<file path="config.mk">
export PLATFORM = sky130hd
export DESIGN_NAME = hrcm_pixel_pipe
export DESIGN_NICKNAME = d
export VERILOG_FILES = /design/src/hdl/hrcm_pkg.sv /design/src/hdl/hrcm_pixel_pipe.sv
export SDC_FILE = /design/constraint.sdc
export NUM_CORES = 2
export LEC_CHECK = 0
export BUFFER_PORTS_ARGS = -buffer_cell sky130_fd_sc_hd__buf_2
export CORE_MARGIN = 2
export CORE_UTILIZATION = 62
export CTS_BUF_LIST = sky130_fd_sc_hd__clkbuf_4 sky130_fd_sc_hd__clkbuf_8
export DETAILED_ROUTE_END_ITERATION = 6
export GPL_ROUTABILITY_DRIVEN = 0
export PLACE_DENSITY = 0.8
export SLEW_MARGIN = 20
export SYNTH_ARGS = -nofsm -noshare
export SYNTH_HDL_FRONTEND = slang
export SYNTH_SLANG_ARGS = --single-unit
</file>
<file path="constraint.sdc">
create_clock -name clock -period 10.2 [get_ports clock]
set_input_delay 2.04 -clock clock [delete_from_list [all_inputs] [get_ports clock]]
set_output_delay 2.04 -clock clock [all_outputs]
set_load 0.01 [all_outputs]
</file>
<file path="src/hdl/hrcm_pkg.sv">
// ----------------------------------------------------------------------------
// hrcm_pkg
// Shared constants, tables and helpers for the hue rotation color matrix core.
// ----------------------------------------------------------------------------
`default_nettype none

package hrcm_pkg;

   localparam int CHANNEL_BITS_DEF   = 8;
   localparam int COEF_FRAC_BITS_DEF = 14;
   localparam int COEF_INT_BITS      = 4;
   localparam int ANGLE_BITS         = 9;
   localparam int TRIG_FRAC_BITS     = 14;
   localparam int TRIG_BITS          = TRIG_FRAC_BITS + 2;
   localparam int TERM_BITS          = 12;
   localparam int MAG_BITS           = 26;
   localparam int NUM_BITS           = MAG_BITS + 2;
   localparam int NUM_COEF           = 9;
   localparam int NUM_CHAN           = 3;
   localparam int DIVISOR            = 1000;
   localparam int DIVISOR_HALF       = DIVISOR / 2;
   localparam int DIVISOR_SHIFT      = 3;
   localparam int DIVISOR_ODD        = DIVISOR >> DIVISOR_SHIFT;

   localparam logic [ANGLE_BITS-1:0] FULL_TURN    = ANGLE_BITS'(360);
   localparam logic [ANGLE_BITS-1:0] QUARTER_TURN = ANGLE_BITS'(90);
   localparam logic [ANGLE_BITS-1:0] HALF_TURN    = ANGLE_BITS'(180);
   localparam logic [ANGLE_BITS-1:0] THREE_QUARTER_TURN = ANGLE_BITS'(270);

   localparam logic [TRIG_FRAC_BITS:0] SINE_QUARTER [91] = '{
      15'd0,     15'd286,   15'd572,   15'd857,   15'd1143,  15'd1428,  15'd1713,
      15'd1997,  15'd2280,  15'd2563,  15'd2845,  15'd3126,  15'd3406,  15'd3686,
      15'd3964,  15'd4240,  15'd4516,  15'd4790,  15'd5063,  15'd5334,  15'd5604,
      15'd5872,  15'd6138,  15'd6402,  15'd6664,  15'd6924,  15'd7182,  15'd7438,
      15'd7692,  15'd7943,  15'd8192,  15'd8438,  15'd8682,  15'd8923,  15'd9162,
      15'd9397,  15'd9630,  15'd9860,  15'd10087, 15'd10311, 15'd10531, 15'd10749,
      15'd10963, 15'd11174, 15'd11381, 15'd11585, 15'd11786, 15'd11982, 15'd12176,
      15'd12365, 15'd12551, 15'd12733, 15'd12911, 15'd13085, 15'd13255, 15'd13421,
      15'd13583, 15'd13741, 15'd13894, 15'd14044, 15'd14189, 15'd14330, 15'd14466,
      15'd14598, 15'd14726, 15'd14849, 15'd14968, 15'd15082, 15'd15191, 15'd15296,
      15'd15396, 15'd15491, 15'd15582, 15'd15668, 15'd15749, 15'd15826, 15'd15897,
      15'd15964, 15'd16026, 15'd16083, 15'd16135, 15'd16182, 15'd16225, 15'd16262,
      15'd16294, 15'd16322, 15'd16344, 15'd16362, 15'd16374, 15'd16382, 15'd16384
   };

   // matrix terms in thousandths, row-major
   localparam logic signed [TERM_BITS-1:0] MAT_BASE [NUM_COEF] = '{
      12'sd299, 12'sd587, 12'sd114, 12'sd299, 12'sd587, 12'sd114,
      12'sd299, 12'sd587, 12'sd114
   };
   localparam logic signed [TERM_BITS-1:0] MAT_COS [NUM_COEF] = '{
      12'sd701, -12'sd587, -12'sd114, -12'sd299, 12'sd413, -12'sd114,
      -12'sd300, -12'sd588, 12'sd886
   };
   localparam logic signed [TERM_BITS-1:0] MAT_SIN [NUM_COEF] = '{
      12'sd168, 12'sd330, -12'sd497, -12'sd328, 12'sd35, 12'sd292,
      12'sd1250, -12'sd1050, -12'sd203
   };

   // sine of an angle in 0..359 degrees, Q1.14
   function automatic logic signed [TRIG_BITS-1:0] sin_deg(input logic [ANGLE_BITS-1:0] d);
      logic [ANGLE_BITS-1:0] idx;
      logic                  neg;
      logic signed [TRIG_BITS-1:0] mag;
      neg = 1'b0;
      if (d <= QUARTER_TURN) begin
         idx = d;
      end else if (d <= HALF_TURN) begin
         idx = HALF_TURN - d;
      end else if (d <= THREE_QUARTER_TURN) begin
         idx = d - HALF_TURN;
         neg = 1'b1;
      end else begin
         idx = FULL_TURN - d;
         neg = 1'b1;
      end
      mag = $signed({1'b0, SINE_QUARTER[idx[6:0]]});
      sin_deg = neg ? -mag : mag;
   endfunction

endpackage

`default_nettype wire

</file>
<file path="src/hdl/hrcm_pixel_pipe.sv">
// ----------------------------------------------------------------------------
// hrcm_pixel_pipe
// Three-stage pixel datapath: input register, coefficient products,
// row sums with rounding and saturation into the result register.
// ----------------------------------------------------------------------------
`default_nettype none

module hrcm_pixel_pipe #(
   parameter int CHANNEL_BITS   = hrcm_pkg::CHANNEL_BITS_DEF,
   parameter int COEF_FRAC_BITS = hrcm_pkg::COEF_FRAC_BITS_DEF
) (
   input  logic                    clock,
   input  logic                    reset,
   input  logic                    busy,
   input  logic signed [COEF_FRAC_BITS+hrcm_pkg::COEF_INT_BITS-1:0]
                                   coef [hrcm_pkg::NUM_COEF],
   input  logic                    in_valid,
   output logic                    in_ready,
   input  logic [CHANNEL_BITS-1:0] in_chan [hrcm_pkg::NUM_CHAN],
   output logic                    out_valid,
   input  logic                    out_ready,
   output logic [CHANNEL_BITS-1:0] out_chan [hrcm_pkg::NUM_CHAN],
   output logic                    out_clipped
);

   localparam int COEF_BITS = COEF_FRAC_BITS + hrcm_pkg::COEF_INT_BITS;
   localparam int PROD_BITS = COEF_BITS + CHANNEL_BITS + 1;
   localparam int SUM_BITS  = PROD_BITS + 2;
   localparam int VAL_BITS  = SUM_BITS - COEF_FRAC_BITS;
   localparam int NC        = hrcm_pkg::NUM_CHAN;
   localparam logic signed [SUM_BITS-1:0] ROUND_BIAS = SUM_BITS'(2 ** (COEF_FRAC_BITS - 1));
   localparam logic signed [VAL_BITS-1:0] TOP_VAL    = VAL_BITS'((2 ** CHANNEL_BITS) - 1);

   logic                        v1_ff, v1_in;
   logic                        v2_ff, v2_in;
   logic                        v3_ff, v3_in;
   logic [CHANNEL_BITS-1:0]     ch_ff [NC];
   logic [CHANNEL_BITS-1:0]     ch_in [NC];
   logic signed [PROD_BITS-1:0] prod_ff [hrcm_pkg::NUM_COEF];
   logic signed [PROD_BITS-1:0] prod_in [hrcm_pkg::NUM_COEF];
   logic [CHANNEL_BITS-1:0]     res_ff [NC];
   logic [CHANNEL_BITS-1:0]     res_in [NC];
   logic                        clip_ff, clip_in;

   logic en1, en2, en3;
   logic signed [SUM_BITS-1:0]  row_sum [NC];
   logic signed [VAL_BITS-1:0]  row_val [NC];

   assign en3      = !v3_ff || out_ready;
   assign en2      = !v2_ff || en3;
   assign en1      = !v1_ff || en2;
   assign in_ready = en1 && !busy;

   always_comb begin
      v1_in   = v1_ff;
      v2_in   = v2_ff;
      v3_in   = v3_ff;
      ch_in   = ch_ff;
      prod_in = prod_ff;
      res_in  = res_ff;
      clip_in = clip_ff;

      if (en1) begin
         v1_in = in_valid && in_ready;
         ch_in = in_chan;
      end

      if (en2) begin
         v2_in = v1_ff;
         for (int r = 0; r < NC; r++) begin
            for (int k = 0; k < NC; k++) begin
               prod_in[r*NC+k] = coef[r*NC+k] * $signed({1'b0, ch_ff[k]});
            end
         end
      end

      for (int r = 0; r < NC; r++) begin
         row_sum[r] = SUM_BITS'(prod_ff[r*NC]) + SUM_BITS'(prod_ff[r*NC+1])
                      + SUM_BITS'(prod_ff[r*NC+2]) + ROUND_BIAS;
         row_val[r] = VAL_BITS'(row_sum[r] >>> COEF_FRAC_BITS);
      end

      if (en3) begin
         v3_in   = v2_ff;
         clip_in = 1'b0;
         for (int r = 0; r < NC; r++) begin
            if (row_val[r] < 0) begin
               res_in[r] = '0;
               clip_in   = 1'b1;
            end else if (row_val[r] > TOP_VAL) begin
               res_in[r] = '1;
               clip_in   = 1'b1;
            end else begin
               res_in[r] = row_val[r][CHANNEL_BITS-1:0];
            end
         end
      end
   end

   always_ff @(posedge clock) begin
      if (reset) begin
         v1_ff <= 1'b0;
         v2_ff <= 1'b0;
         v3_ff <= 1'b0;
      end else begin
         v1_ff <= v1_in;
         v2_ff <= v2_in;
         v3_ff <= v3_in;
      end
      ch_ff   <= ch_in;
      prod_ff <= prod_in;
      res_ff  <= res_in;
      clip_ff <= clip_in;
   end

   assign out_valid   = v3_ff;
   assign out_chan    = res_ff;
   assign out_clipped = clip_ff;

endmodule

`default_nettype wire

</file>
==> metrics.md <==
| Metric | Value |
|---|---|
| Top cells by count, synth | `sky130_fd_sc_hd__inv_1 (1703), sky130_fd_sc_hd__fa_1 (1104), sky130_fd_sc_hd__and2_1 (854)` |
| Minimum setup slack among reg-to-reg paths | `3580 ps` |
| Synthesized-area fraction occupied by adder cells | `49.63%` |
| Largest net degree at the start of global routing | `167` |
| Headroom to the max-slew limit | `27.85%` |
| Clk network pwr share | `6.7%` |
| I/O Pins | `218` |
| Share of total power in sequential cells | `13.3%` |
| Die Width | `316.9 um` |
| Setup Fix Bufs, Post-CTS | `0` |
| Max capacitance violation total | `0` |
| Number of cells on the worst reg-to-reg path | `21` |
| Detailed router's first-iteration violation count | `2627` |
| Number of resized instances in the post-cts repair step | `0` |
| Number of detailed-route iterations in the first pass | `6` |
| Cell Pwr Density | `340.0 mW/mm2` |
| Predominant post-synthesis flop cell | `sky130_fd_sc_hd__edfxtp_1` |
| Final clock period utilization by the worst path | `66.67%` |
| Total internal power | `10790 uW` |
| Critical Setup Path Class | `in2reg` |
| Fraction of the mapped netlist area in compound gates | `5.329%` |
| Hold WC Path Type | `reg2reg` |
| Time the final worst path needs with I/O delays and setup | `6800 ps` |
| Port Buffer Count | `217` |
| Transition time of the tightest slew-check pin | `1082 ps` |
| DRC violations left | `0` |
| Syn-to-layout area delta | `6.293%` |
| Final standard cell area without fillers | `0.06454 mm2` |
| Gate power share | `80.1%` |
| Critical path launch point type | `input port` |
| Leakage power | `0.03414 uW` |
| Simple-gate portion of the synthesized area | `15.68%` |
| Met3 usage | `6.534%` |
| Total length of routed wires | `142600 um` |
| Capturing element type of the critical path | `flip-flop` |
| Final total negative setup slack | `0 ps` |
| Count of endpoints failing setup in the final report | `0` |
| Worst path required time | `10640 ps` |
| Grt met2 use | `50.13%` |
| Largest buffer count on any clock path | `3` |
| Count of synthesis-stage warnings from yosys | `0` |
| Fraction of layout instances using a drive strength above 1 | `5.634%` |
| Average routed wire per standard cell | `17.97 um` |
| Share of flip-flops with an asynchronous set or reset after synthesis | `0%` |
| Detailed-route vias per instance | `5.455` |
| VDD IR-drop max | `0.2567 mV` |
| Number of sinks handled by clock tree synthesis | `295` |
| Core Footprint | `0.09685 mm2` |
| Max FO, Critical Path | `8` |
| Number of synthesized register bits | `295` |
| Placed wire-length estimate | `115900 um` |
| Final Max Slew Viols | `0` |
| Initial Utilization | `62.69%` |
| Clock-pin slew on the worst setup and hold paths | `60 ps` |
| Depth of the worst hold-timing path | `2` |
| Residual antenna-violating net count after detailed routing | `0` |
| Total cell area at the placement stage | `0.06315 mm2` |
| Synth area leader | `sky130_fd_sc_hd__fa_1` |
| Top cells by area in the synthesized netlist | `sky130_fd_sc_hd__fa_1 (36%), sky130_fd_sc_hd__edfxtp_1 (14%), sky130_fd_sc_hd__ha_1 (13%), sky130_fd_sc_hd__inv_1 (11%), sky130_fd_sc_hd__and2_1 (8.8%)` |
| Leading cell type by number of instances after synthesis | `sky130_fd_sc_hd__inv_1` |
| # nets final | `8533` |
| Peak-usage layer in the global routing report | `met2` |
| Fin Clk Skew | `60.17 ps` |
| Number of vias in the routed layout | `43270` |
| Yosys cell types | `77` |
| Net count after synthesis | `8362` |
| Register area share after synthesis | `14.54%` |
| GRT overflow | `0` |
| Hold buffers post-CTS | `0` |
| TritonCTS buffer count | `55` |
| Die Span Y | `316.9 um` |
| CTS H-tree lvls | `2` |
| Net switching fraction of the power | `50.82%` |
| Net switching power of the design | `11150 uW` |
| Met1 Track Usage GR | `37.53%` |
| Top cell type's share of synthesized area | `36.40%` |
| Area of the die | `0.1005 mm2` |
| Num rows | `114` |
| Highest clock rate | `0.1471 GHz` |
| Xor/xnor share of the synthesized area | `3.419%` |
| Main combinational cell family by area after synthesis | `adder cells` |
| Unrepaired setup endpoints after global routing | `no` |
| Mux contribution to synthesized area | `0.05152%` |
| Vias in the first global route | `46430` |
| Final hold vios | `0` |
| Post-layout utilization of the core | `66.64%` |
| Status | `completed` |
| Wire length of the first global-routing pass | `235800 um` |
| Number of antenna violations at the first check in global routing | `37` |
| Total routing resource utilization after global routing | `29.81%` |
| Later-pin clock latency in the skew report | `740 ps` |
| Number of enable-type register cells in the synthesized netlist | `292` |
| Worst Path Arrival | `7240 ps` |
| Clock root buffer master | `sky130_fd_sc_hd__clkbuf_8` |
| Number of instances in the synthesized netlist | `6425` |
| Netlist area before placement | `0.06072 mm2` |
| CTS tree | `yes` |
| Synthesized area per cell | `9.450 um2` |
## registers in the layout (all words and copies together), names as in the netlist
name and flops:
ch_ff 24, out_valid 1, out_chan 24, out_clipped 1, v1_ff 1, prod_ff 243
v2_ff 1
## through the flow
step / instances / power, uW / worst slack, ps / hold WS (ps)
after floorplan: 6425 / 15680 / 2029 / 460.3
after global placement: 7815 / 19490 / 2907 / 494.5
after detailed placement: 7815 / 20170 / 2749 / 515.5
after CTS: 7914 / 21860 / 3539 / 530.8
after global routing: 7929 / 24280 / 3179 / 558.3
final: 7933 / 21950 / 3400 / 529.0
## per-layer routing
layer	share of wire (%)	wire length (um)
met5	0.14	195
met4	4.3	6130
met3	7.7	10960
met2	49	69580
met1	39	55720
## power groups by stage
stage          Combinational [uW]  Sequential (uW)  Clock [uW]
2_1_floorplan               12900             2770           0
3_3_place_gp                16600             2910           0
3_5_place_dp                17300             2920           0
6_report                    17600             2910        1460
5_1_grt                     19800             2950        1530
4_1_cts                     17500             2910        1490
## cell usage in the layout (no fill, tap or decap), types with 19 or more instances in the layout
| cell type | synthesis | layout |
|---|---|---|
| sky130_fd_sc_hd__diode_2 | 0 | 19 |
| sky130_fd_sc_hd__nor2_1 | 145 | 145 |
| sky130_fd_sc_hd__inv_1 | 1703 | 1703 |
| sky130_fd_sc_hd__a21o_1 | 42 | 42 |
| sky130_fd_sc_hd__fa_1 | 1104 | 1104 |
| sky130_fd_sc_hd__o21a_1 | 47 | 47 |
| sky130_fd_sc_hd__nand2b_1 | 27 | 27 |
| sky130_fd_sc_hd__and3_1 | 28 | 28 |
| sky130_fd_sc_hd__buf_2 | 1 | 217 |
| sky130_fd_sc_hd__o21ai_0 | 73 | 73 |
| sky130_fd_sc_hd__nor3_1 | 67 | 67 |
| sky130_fd_sc_hd__clkbuf_8 | 0 | 55 |
| sky130_fd_sc_hd__edfxtp_1 | 292 | 292 |
| sky130_fd_sc_hd__a21oi_1 | 156 | 156 |
| sky130_fd_sc_hd__xnor2_1 | 186 | 186 |
| sky130_fd_sc_hd__and2_1 | 854 | 854 |
| sky130_fd_sc_hd__buf_4 | 0 | 28 |
| sky130_fd_sc_hd__or3_1 | 22 | 22 |
| sky130_fd_sc_hd__ha_1 | 642 | 642 |
| sky130_fd_sc_hd__xor2_1 | 51 | 51 |
| sky130_fd_sc_hd__nand3_1 | 53 | 52 |
| sky130_fd_sc_hd__nand2_1 | 548 | 547 |
| sky130_fd_sc_hd__nor2b_1 | 33 | 33 |
## layout make-up
class,instances,area (um2)
clock buffer,64,824.5
inverter,1703,6392
sequential,295,8828
tap,1276,1597
multi-input combinational,4295,45010
fill,7430,32310
antenna,19,47.55
clock inverter,35,520.5
timing repair buffer,246,1316
## worst max-delay path: stages
cell                        delay, ps
sky130_fd_sc_hd__buf_2            150
sky130_fd_sc_hd__nand2_1          100
sky130_fd_sc_hd__fa_1             530
sky130_fd_sc_hd__fa_1             520
sky130_fd_sc_hd__inv_1             40
sky130_fd_sc_hd__ha_1             260
sky130_fd_sc_hd__inv_1             50
sky130_fd_sc_hd__fa_1             530
sky130_fd_sc_hd__inv_1             70
sky130_fd_sc_hd__ha_1             270
sky130_fd_sc_hd__a21o_1           160
sky130_fd_sc_hd__a21oi_1          270
sky130_fd_sc_hd__o21ai_1          100
sky130_fd_sc_hd__a21oi_1          300
sky130_fd_sc_hd__o21ai_1          200
sky130_fd_sc_hd__a2111oi_1        530
sky130_fd_sc_hd__o31ai_1          180
sky130_fd_sc_hd__or4_1            440
sky130_fd_sc_hd__a31o_1           220
sky130_fd_sc_hd__a21oi_1          190
sky130_fd_sc_hd__xnor2_1           90
## cell families after synthesis
group	Yosys count
simple gates	1817
xor+xnor	237
mux	3
fa+ha+maj	1746
buf+inv	1835
flops	295
compound gates	492
## worst paths after layout
kind / start / end
setup reg to reg: ch_ff[18] / prod_ff[79]
hold reg to reg: v1_ff / v2_ff
hold / removal: v1_ff / v2_ff
setup / recovery: coef[95] / prod_ff[160]
Note: power is estimated with default switching activity, not from simulation.
