## src/hdl/hrcm_pkg.sv

```systemverilog
// ----------------------------------------------------------------------------
// hrcm_pkg
// Shared constants, tables and helpers for the hue rotation color matrix core.
// ----------------------------------------------------------------------------
`default_nettype none

package hrcm_pkg;

   localparam int CHANNEL_BITS_DEF   = 8;
   localparam int COEF_FRAC_BITS_DEF = 14;
   localparam int COEF_INT_BITS      = 4;
   localparam int ANGLE_BITS         = 9;
   localparam int TRIG_FRAC_BITS     = 14;
   localparam int TRIG_BITS          = TRIG_FRAC_BITS + 2;
   localparam int TERM_BITS          = 12;
   localparam int MAG_BITS           = 26;
   localparam int NUM_BITS           = MAG_BITS + 2;
   localparam int NUM_COEF           = 9;
   localparam int NUM_CHAN           = 3;
   localparam int DIVISOR            = 1000;
   localparam int DIVISOR_HALF       = DIVISOR / 2;
   localparam int DIVISOR_SHIFT      = 3;
   localparam int DIVISOR_ODD        = DIVISOR >> DIVISOR_SHIFT;

   localparam logic [ANGLE_BITS-1:0] FULL_TURN    = ANGLE_BITS'(360);
   localparam logic [ANGLE_BITS-1:0] QUARTER_TURN = ANGLE_BITS'(90);
   localparam logic [ANGLE_BITS-1:0] HALF_TURN    = ANGLE_BITS'(180);
   localparam logic [ANGLE_BITS-1:0] THREE_QUARTER_TURN = ANGLE_BITS'(270);

   localparam logic [TRIG_FRAC_BITS:0] SINE_QUARTER [91] = '{
      15'd0,     15'd286,   15'd572,   15'd857,   15'd1143,  15'd1428,  15'd1713,
      15'd1997,  15'd2280,  15'd2563,  15'd2845,  15'd3126,  15'd3406,  15'd3686,
      15'd3964,  15'd4240,  15'd4516,  15'd4790,  15'd5063,  15'd5334,  15'd5604,
      15'd5872,  15'd6138,  15'd6402,  15'd6664,  15'd6924,  15'd7182,  15'd7438,
      15'd7692,  15'd7943,  15'd8192,  15'd8438,  15'd8682,  15'd8923,  15'd9162,
      15'd9397,  15'd9630,  15'd9860,  15'd10087, 15'd10311, 15'd10531, 15'd10749,
      15'd10963, 15'd11174, 15'd11381, 15'd11585, 15'd11786, 15'd11982, 15'd12176,
      15'd12365, 15'd12551, 15'd12733, 15'd12911, 15'd13085, 15'd13255, 15'd13421,
      15'd13583, 15'd13741, 15'd13894, 15'd14044, 15'd14189, 15'd14330, 15'd14466,
      15'd14598, 15'd14726, 15'd14849, 15'd14968, 15'd15082, 15'd15191, 15'd15296,
      15'd15396, 15'd15491, 15'd15582, 15'd15668, 15'd15749, 15'd15826, 15'd15897,
      15'd15964, 15'd16026, 15'd16083, 15'd16135, 15'd16182, 15'd16225, 15'd16262,
      15'd16294, 15'd16322, 15'd16344, 15'd16362, 15'd16374, 15'd16382, 15'd16384
   };

   // matrix terms in thousandths, row-major
   localparam logic signed [TERM_BITS-1:0] MAT_BASE [NUM_COEF] = '{
      12'sd299, 12'sd587, 12'sd114, 12'sd299, 12'sd587, 12'sd114,
      12'sd299, 12'sd587, 12'sd114
   };
   localparam logic signed [TERM_BITS-1:0] MAT_COS [NUM_COEF] = '{
      12'sd701, -12'sd587, -12'sd114, -12'sd299, 12'sd413, -12'sd114,
      -12'sd300, -12'sd588, 12'sd886
   };
   localparam logic signed [TERM_BITS-1:0] MAT_SIN [NUM_COEF] = '{
      12'sd168, 12'sd330, -12'sd497, -12'sd328, 12'sd35, 12'sd292,
      12'sd1250, -12'sd1050, -12'sd203
   };

   // sine of an angle in 0..359 degrees, Q1.14
   function automatic logic signed [TRIG_BITS-1:0] sin_deg(input logic [ANGLE_BITS-1:0] d);
      logic [ANGLE_BITS-1:0] idx;
      logic                  neg;
      logic signed [TRIG_BITS-1:0] mag;
      neg = 1'b0;
      if (d <= QUARTER_TURN) begin
         idx = d;
      end else if (d <= HALF_TURN) begin
         idx = HALF_TURN - d;
      end else if (d <= THREE_QUARTER_TURN) begin
         idx = d - HALF_TURN;
         neg = 1'b1;
      end else begin
         idx = FULL_TURN - d;
         neg = 1'b1;
      end
      mag = $signed({1'b0, SINE_QUARTER[idx[6:0]]});
      sin_deg = neg ? -mag : mag;
   endfunction

endpackage

`default_nettype wire

```

## src/hdl/hrcm_coef_builder.sv

```systemverilog
// ----------------------------------------------------------------------------
// hrcm_coef_builder
// Rebuilds the nine matrix coefficients from the hue angle, one at a time in a load
// and a store state, with a reciprocal multiply for the divide by one thousand.
// ----------------------------------------------------------------------------
`default_nettype none

module hrcm_coef_builder #(
   parameter int COEF_FRAC_BITS = hrcm_pkg::COEF_FRAC_BITS_DEF
) (
   input  logic                                   clock,
   input  logic                                   reset,
   input  logic                                   wr_valid,
   input  logic [hrcm_pkg::ANGLE_BITS-1:0]        wr_angle,
   output logic                                   busy,
   output logic signed [COEF_FRAC_BITS+hrcm_pkg::COEF_INT_BITS-1:0]
                                                  coef [hrcm_pkg::NUM_COEF]
);

   localparam int COEF_BITS   = COEF_FRAC_BITS + hrcm_pkg::COEF_INT_BITS;
   localparam int SHL         = (COEF_FRAC_BITS > hrcm_pkg::TRIG_FRAC_BITS) ?
                                COEF_FRAC_BITS - hrcm_pkg::TRIG_FRAC_BITS : 0;
   localparam int SHR         = (COEF_FRAC_BITS < hrcm_pkg::TRIG_FRAC_BITS) ?
                                hrcm_pkg::TRIG_FRAC_BITS - COEF_FRAC_BITS : 0;
   localparam int DIVD_BITS   = hrcm_pkg::MAG_BITS + SHL + 1;
   localparam int ODD_BITS    = DIVD_BITS - hrcm_pkg::DIVISOR_SHIFT;
   localparam int RECIP_SHIFT = ODD_BITS + $clog2(hrcm_pkg::DIVISOR_ODD);
   localparam int RECIP_BITS  = ODD_BITS + 1;
   localparam int PROD_BITS   = ODD_BITS + RECIP_BITS;
   localparam int IDX_BITS    = $clog2(hrcm_pkg::NUM_COEF);
   localparam int NB          = hrcm_pkg::NUM_BITS;
   localparam logic [IDX_BITS-1:0]   IDX_LAST = IDX_BITS'(hrcm_pkg::NUM_COEF - 1);
   // ceil(2^RECIP_SHIFT / 125), exact floor division over the whole dividend range
   localparam logic [RECIP_BITS-1:0] RECIP    = RECIP_BITS'(
      ((longint'(1) << RECIP_SHIFT) + longint'(hrcm_pkg::DIVISOR_ODD - 1))
      / longint'(hrcm_pkg::DIVISOR_ODD));

   typedef enum logic [1:0] {
      ST_IDLE,
      ST_TRIG,
      ST_LOAD,
      ST_STORE
   } state_type;

   state_type                               state_ff, state_in;
   logic [hrcm_pkg::ANGLE_BITS-1:0]         angle_ff, angle_in;
   logic signed [hrcm_pkg::TRIG_BITS-1:0]   sin_ff, sin_in;
   logic signed [hrcm_pkg::TRIG_BITS-1:0]   cos_ff, cos_in;
   logic [IDX_BITS-1:0]                     idx_ff, idx_in;
   logic                                    neg_ff, neg_in;
   logic [DIVD_BITS-1:0]                    divd_ff, divd_in;
   logic signed [COEF_BITS-1:0]             coef_ff [hrcm_pkg::NUM_COEF];
   logic signed [COEF_BITS-1:0]             coef_in [hrcm_pkg::NUM_COEF];

   logic [hrcm_pkg::ANGLE_BITS-1:0]         wrap_ang;
   logic [hrcm_pkg::ANGLE_BITS-1:0]         cos_ang;
   logic signed [NB-1:0]                    base_term;
   logic signed [NB-1:0]                    cos_term;
   logic signed [NB-1:0]                    sin_term;
   logic signed [NB-1:0]                    numer;
   logic [NB-1:0]                           numer_abs;
   logic [DIVD_BITS-1:0]                    dividend;
   logic [ODD_BITS-1:0]                     divd_odd;
   logic [PROD_BITS-1:0]                    recip_prod;
   logic [COEF_BITS-1:0]                    coef_mag;

   always_comb begin
      wrap_ang = (angle_ff >= hrcm_pkg::FULL_TURN) ? angle_ff - hrcm_pkg::FULL_TURN
                                                    : angle_ff;
      cos_ang  = wrap_ang + hrcm_pkg::QUARTER_TURN;
      if (cos_ang >= hrcm_pkg::FULL_TURN) begin
         cos_ang = cos_ang - hrcm_pkg::FULL_TURN;
      end

      base_term = NB'(hrcm_pkg::MAT_BASE[idx_ff]) <<< hrcm_pkg::TRIG_FRAC_BITS;
      cos_term  = hrcm_pkg::MAT_COS[idx_ff] * cos_ff;
      sin_term  = hrcm_pkg::MAT_SIN[idx_ff] * sin_ff;
      numer     = base_term + cos_term + sin_term;
      numer_abs = numer[NB-1] ? NB'(-numer) : NB'(numer);
      dividend  = ((DIVD_BITS'(numer_abs[hrcm_pkg::MAG_BITS-1:0]) << SHL) >> SHR)
                  + DIVD_BITS'(hrcm_pkg::DIVISOR_HALF);

      // divide by 8 with a shift, then by 125 with a reciprocal multiply
      divd_odd   = divd_ff[DIVD_BITS-1:hrcm_pkg::DIVISOR_SHIFT];
      recip_prod = PROD_BITS'(divd_odd) * PROD_BITS'(RECIP);
      coef_mag   = COEF_BITS'(recip_prod >> RECIP_SHIFT);
   end

   always_comb begin
      state_in = state_ff;
      angle_in = angle_ff;
      sin_in   = sin_ff;
      cos_in   = cos_ff;
      idx_in   = idx_ff;
      neg_in   = neg_ff;
      divd_in  = divd_ff;
      coef_in  = coef_ff;
      case (state_ff)
         ST_IDLE: begin
            if (wr_valid) begin
               angle_in = wr_angle;
               state_in = ST_TRIG;
            end
         end
         ST_TRIG: begin
            sin_in   = hrcm_pkg::sin_deg(wrap_ang);
            cos_in   = hrcm_pkg::sin_deg(cos_ang);
            idx_in   = '0;
            state_in = ST_LOAD;
         end
         ST_LOAD: begin
            neg_in   = numer[NB-1];
            divd_in  = dividend;
            state_in = ST_STORE;
         end
         ST_STORE: begin
            coef_in[idx_ff] = neg_ff ? $signed(COEF_BITS'(-coef_mag)) : $signed(coef_mag);
            if (idx_ff == IDX_LAST) begin
               state_in = ST_IDLE;
            end else begin
               idx_in   = idx_ff + 1'b1;
               state_in = ST_LOAD;
            end
         end
         default: begin
            state_in = ST_IDLE;
         end
      endcase
   end

   always_ff @(posedge clock) begin
      if (reset) begin
         state_ff <= ST_TRIG;
         angle_ff <= '0;
         idx_ff   <= '0;
      end else begin
         state_ff <= state_in;
         angle_ff <= angle_in;
         idx_ff   <= idx_in;
      end
      sin_ff  <= sin_in;
      cos_ff  <= cos_in;
      neg_ff  <= neg_in;
      divd_ff <= divd_in;
      coef_ff <= coef_in;
   end

   assign busy = (state_ff != ST_IDLE);
   assign coef = coef_ff;

endmodule

`default_nettype wire

```

## config.mk

```make
export PLATFORM = sky130hd
export DESIGN_NAME = hrcm_coef_builder
export DESIGN_NICKNAME = d
export VERILOG_FILES = /design/src/hdl/hrcm_pkg.sv /design/src/hdl/hrcm_coef_builder.sv
export SDC_FILE = /design/constraint.sdc
export NUM_CORES = 2
export LEC_CHECK = 0
export CAP_MARGIN = 20
export CORE_MARGIN = 3
export CORE_UTILIZATION = 40
export CTS_CLUSTER_SIZE = 40
export DETAILED_ROUTE_END_ITERATION = 8
export DONT_BUFFER_PORTS = 1
export HOLD_SLACK_MARGIN = 0.02
export PLACE_DENSITY_LB_ADDON = 0.05
export SLEW_MARGIN = 20
export SYNTH_ARGS = -nofsm -noshare
export SYNTH_HDL_FRONTEND = slang
export SYNTH_SLANG_ARGS = --single-unit
```

## constraint.sdc

```tcl
create_clock -name clock -period 9.9 [get_ports clock]
set_input_delay 1.485 -clock clock [delete_from_list [all_inputs] [get_ports clock]]
set_output_delay 1.485 -clock clock [all_outputs]
set_load 0.005 [all_outputs]
```

==> metrics.md <==
| Metric | Value |
|---|---|
| DRT iter0 DRCs | 2466 |
| Worst skew pair latency | 0.61 ns |
| Cells after synthesis | between 3000 and 4000 |
| DRC violations left | 0 |
| Period utilization | 95.9% |
| Core ar. | roughly 94000 µm² |
| Top_reg_cell synth | edfxtp_1 |
| Slew headroom | 26.5% |
| EDFF count, synth | roughly 220 |
| Final Skew | around 0.06 ns |
| Die ar. | roughly 100000 µm² |
| Clock Tree Root | clkbuf_16 |
| Crit start category | register |
| Max frequency | between 0.1 and 0.15 GHz |
| Port Buffer Count | 0 |
| Antenna fix cells | 0 |
| Final setup viols | 0 |
| Clock transition at the registers of the reported paths | 0.07 ns |
| DRT Wirelength | between 100 and 150 mm |
| Hold crit path type | reg2reg |
| Routed length per instance | 21.6 µm |
| Share of flip-flops with an asynchronous set or reset | 0% |
| Post-route insts no fill | approximately 5300 |
| Vias in the first global route | around 29000 |
| Area grow syn2layout | 8.93% |
| Distinct cell type count after synthesis | between 100 and 150 |
| CP most frequent cell | fa_1 |
| Min Tclk post-route | between 9 and 10 ns |
| Cell Area, Synth | between 30000 and 40000 µm² |
| Crit Path Category | reg2reg |
| Nets | around 5000 |
| Cell Rows | between 100 and 150 |
| Dpl hpwl | just over 90 mm |
| #FFs+latches synth | 234 |
| Vias | around 28000 |
| Setup crit end kind | register |
| RSZ-0062 raised after global routing | no |
| Vias per inst | between 5 and 6 |
| Antenna violations before repair | 1 |
| Crit path arrival time | slightly below 10 ns |
| Layout cells sized above 1 | 9.14% |
| Tightest Pin Transition | 1.09 ns |
| # hold bufs at CTS | 0 |
| CP max-delay cell | fa_1 |
| Yosys warnings | 0 |
| CP max FO | 9 |
| CTS buffer count | 27 |
| Final hold vios | 0 |
| CP required | slightly above 10 ns |
| Setup_tns | 0 ns |
| Drt pass-1 iters | 5 |
| Placed instance count | 5198 |
| Die X | between 300 and 400 µm |
| Register area share after synthesis | about 18% |
| MaxCap Viol Count | 0 |
| Routability cong. | 0.898 |
| Remaining global-route overflow | 0 |
| First-pass GRT wire length | around 180 mm |
| TritonCTS clock tree | done |
| Post-synthesis area per instance | between 9 and 10 µm² |
| Die Ht | between 300 and 400 µm |
| Status | completed |
| Effective utilization at floorplan | 40.7% |
| Remaining antenna violation count | 0 |
| # IOs | roughly 180 |
| Largest net degree at the start of global routing | 43 |
| GRT Util Overall | between 20% and 30% |
| CP peak stage delay | 0.65 ns |
| Count of pins over their slew limit | 0 |
| Flop2flop setup slack | ~0.40 ns |
| Post-synthesis net count | 4912 |
| CTS sink count | about 230 |
| # H-tree levels | 1 |
| Clk buf depth | 3 |
-- routing by layer --
metal / track usage, % / part of all wire (%)
met5: 0 / 0
met2: 35.6 / 44
met4: 3.11 / 1.2
met1: 36.6 / 50
met3: 2.31 / 5.2
-- layout make-up --
| type | count | area [µm²] |
|---|---|---|
| fillers | 9304 | 52400 |
| clock buffers | 37 | 723 |
| inverters | 765 | 2880 |
| clock inverters | 13 | 110 |
| flip-flops and latches | 234 | 6880 |
| repair buffers | 200 | 1580 |
| well taps | 1254 | 1570 |
| multi-input cells | 2754 | 28000 |
-- cell usage in the layout (no fill, tap or decap), drive strengths merged, types with 13 or more instances in the layout --
cell,n
a211oi,27
a21o,27
a21oi,127
a31oi,53
and2,180
and3,22
buf,200
clkbuf,37
clkinv,13
dfxtp,15
edfxtp,219
fa,582
ha,404
inv,760
mux2i,33
nand2,348
nand2b,25
nand3,52
nand4,19
nor2,162
nor2b,17
nor3,43
o211ai,38
o21a,16
o21ai,124
o22ai,14
o311ai,16
o31ai,19
or3,17
xnor2,116
xor2,38
-- state kept, by name, indices dropped and copies added (netlist names) --
name,cells
sin_ff,16
coef,162
divd_ff,24
idx_ff,4
angle_ff,9
cos_ff,16
neg_ff,1
state_ff,2
-- cell usage after synthesis (9+ instances only) --
master / instances / area (µm²)
nand4_1: 19 / 119
dfxtp_1: 15 / 300
a311oi_1: 9 / 78.8
o21ai_0: 108 / 541
buf_2: 38 / 190
inv_1: 754 / 2830
mux2i_1: 33 / 330
fa_1: 582 / 11700
ha_1: 404 / 5050
a31oi_1: 52 / 325
or3_1: 17 / 106
o211ai_1: 35 / 263
and3_1: 21 / 131
nor2_1: 160 / 601
o31ai_1: 16 / 120
clkbuf_1: 104 / 390
nor2b_1: 17 / 106
nand2b_1: 25 / 156
edfxtp_1: 219 / 6580
a211o_1: 9 / 78.8
o21a_1: 15 / 113
a21oi_1: 120 / 601
nor4_1: 10 / 62.6
o22ai_1: 13 / 81.3
xnor2_1: 113 / 990
o21ai_1: 14 / 70.1
and2_1: 176 / 1100
nor3_1: 38 / 190
xor2_1: 38 / 333
a21o_1: 27 / 203
o211a_1: 10 / 100
nand3b_1: 10 / 75.1
nand2_1: 347 / 1300
a211oi_1: 24 / 180
a221oi_1: 10 / 87.6
nand3_1: 51 / 255
-- cells by family (layout without fill, tap and decap cells) --
logic type / count (synthesis) / in the layout / share of synthesized area [%]
adder cells (fa/ha/maj): 986 / 986 / 43.6
AND/OR/NAND/NOR: 944 / 944 / 12.2
buffers and inverters: 926 / 1015 / 9.41
AO/OA/AOI/OAI: 625 / 625 / 11.8
flip-flops: 234 / 234 / 17.9
XOR/XNOR: 155 / 155 / 3.66
multiplexers: 44 / 44 / 1.37
-- timing repair --
| item | CTS | global route |
|---|---|---|
| resized for setup | 0 | 29 |
| buffers inserted | 0 | 9 |
| setup endpoints to repair | 0 | 32 |
-- critical path, delay by kind of cell, from the launching register on --
kind	cells	cell delay, ns
AOI/OAI and AO/OA	7	1.61
xor gates and xnor gates	1	0.10
adders and majority gates	9	4.01
buffers and inverters	8	1.01
DFF	1	0.31
muxes	1	0.19
and+or+nand+nor	8	1.95
-- path summary, 6_finish.rpt --
path / depth (start not counted) / from / end
max: 34 / idx_ff[1] / divd_ff[25]
min reg2reg: 2 / idx_ff[2] / idx_ff[2]
max reg2reg: 34 / idx_ff[1] / divd_ff[25]
min: 2 / idx_ff[2] / idx_ff[2]
-- through the flow --
step / instance area (µm²) / setup slack, ns / util, % / hold WS (ns)
2_1_floorplan: 38400 / 0.0373 / - / 0.495
4_1_cts: 41600 / 0.195 / 44.2 / 0.514
6_report: 41800 / 0.402 / 44.4 / 0.546
3_3_place_gp: 40700 / 0.288 / 43.3 / 0.488
5_1_grt: 41800 / 0.0324 / 44.4 / 0.581
3_5_place_dp: 40700 / 0.246 / 43.3 / 0.503
Power is left out: the tool's default activity adds up to more than one toggle a clock period on the data nets, which glitch-free logic cannot reach.
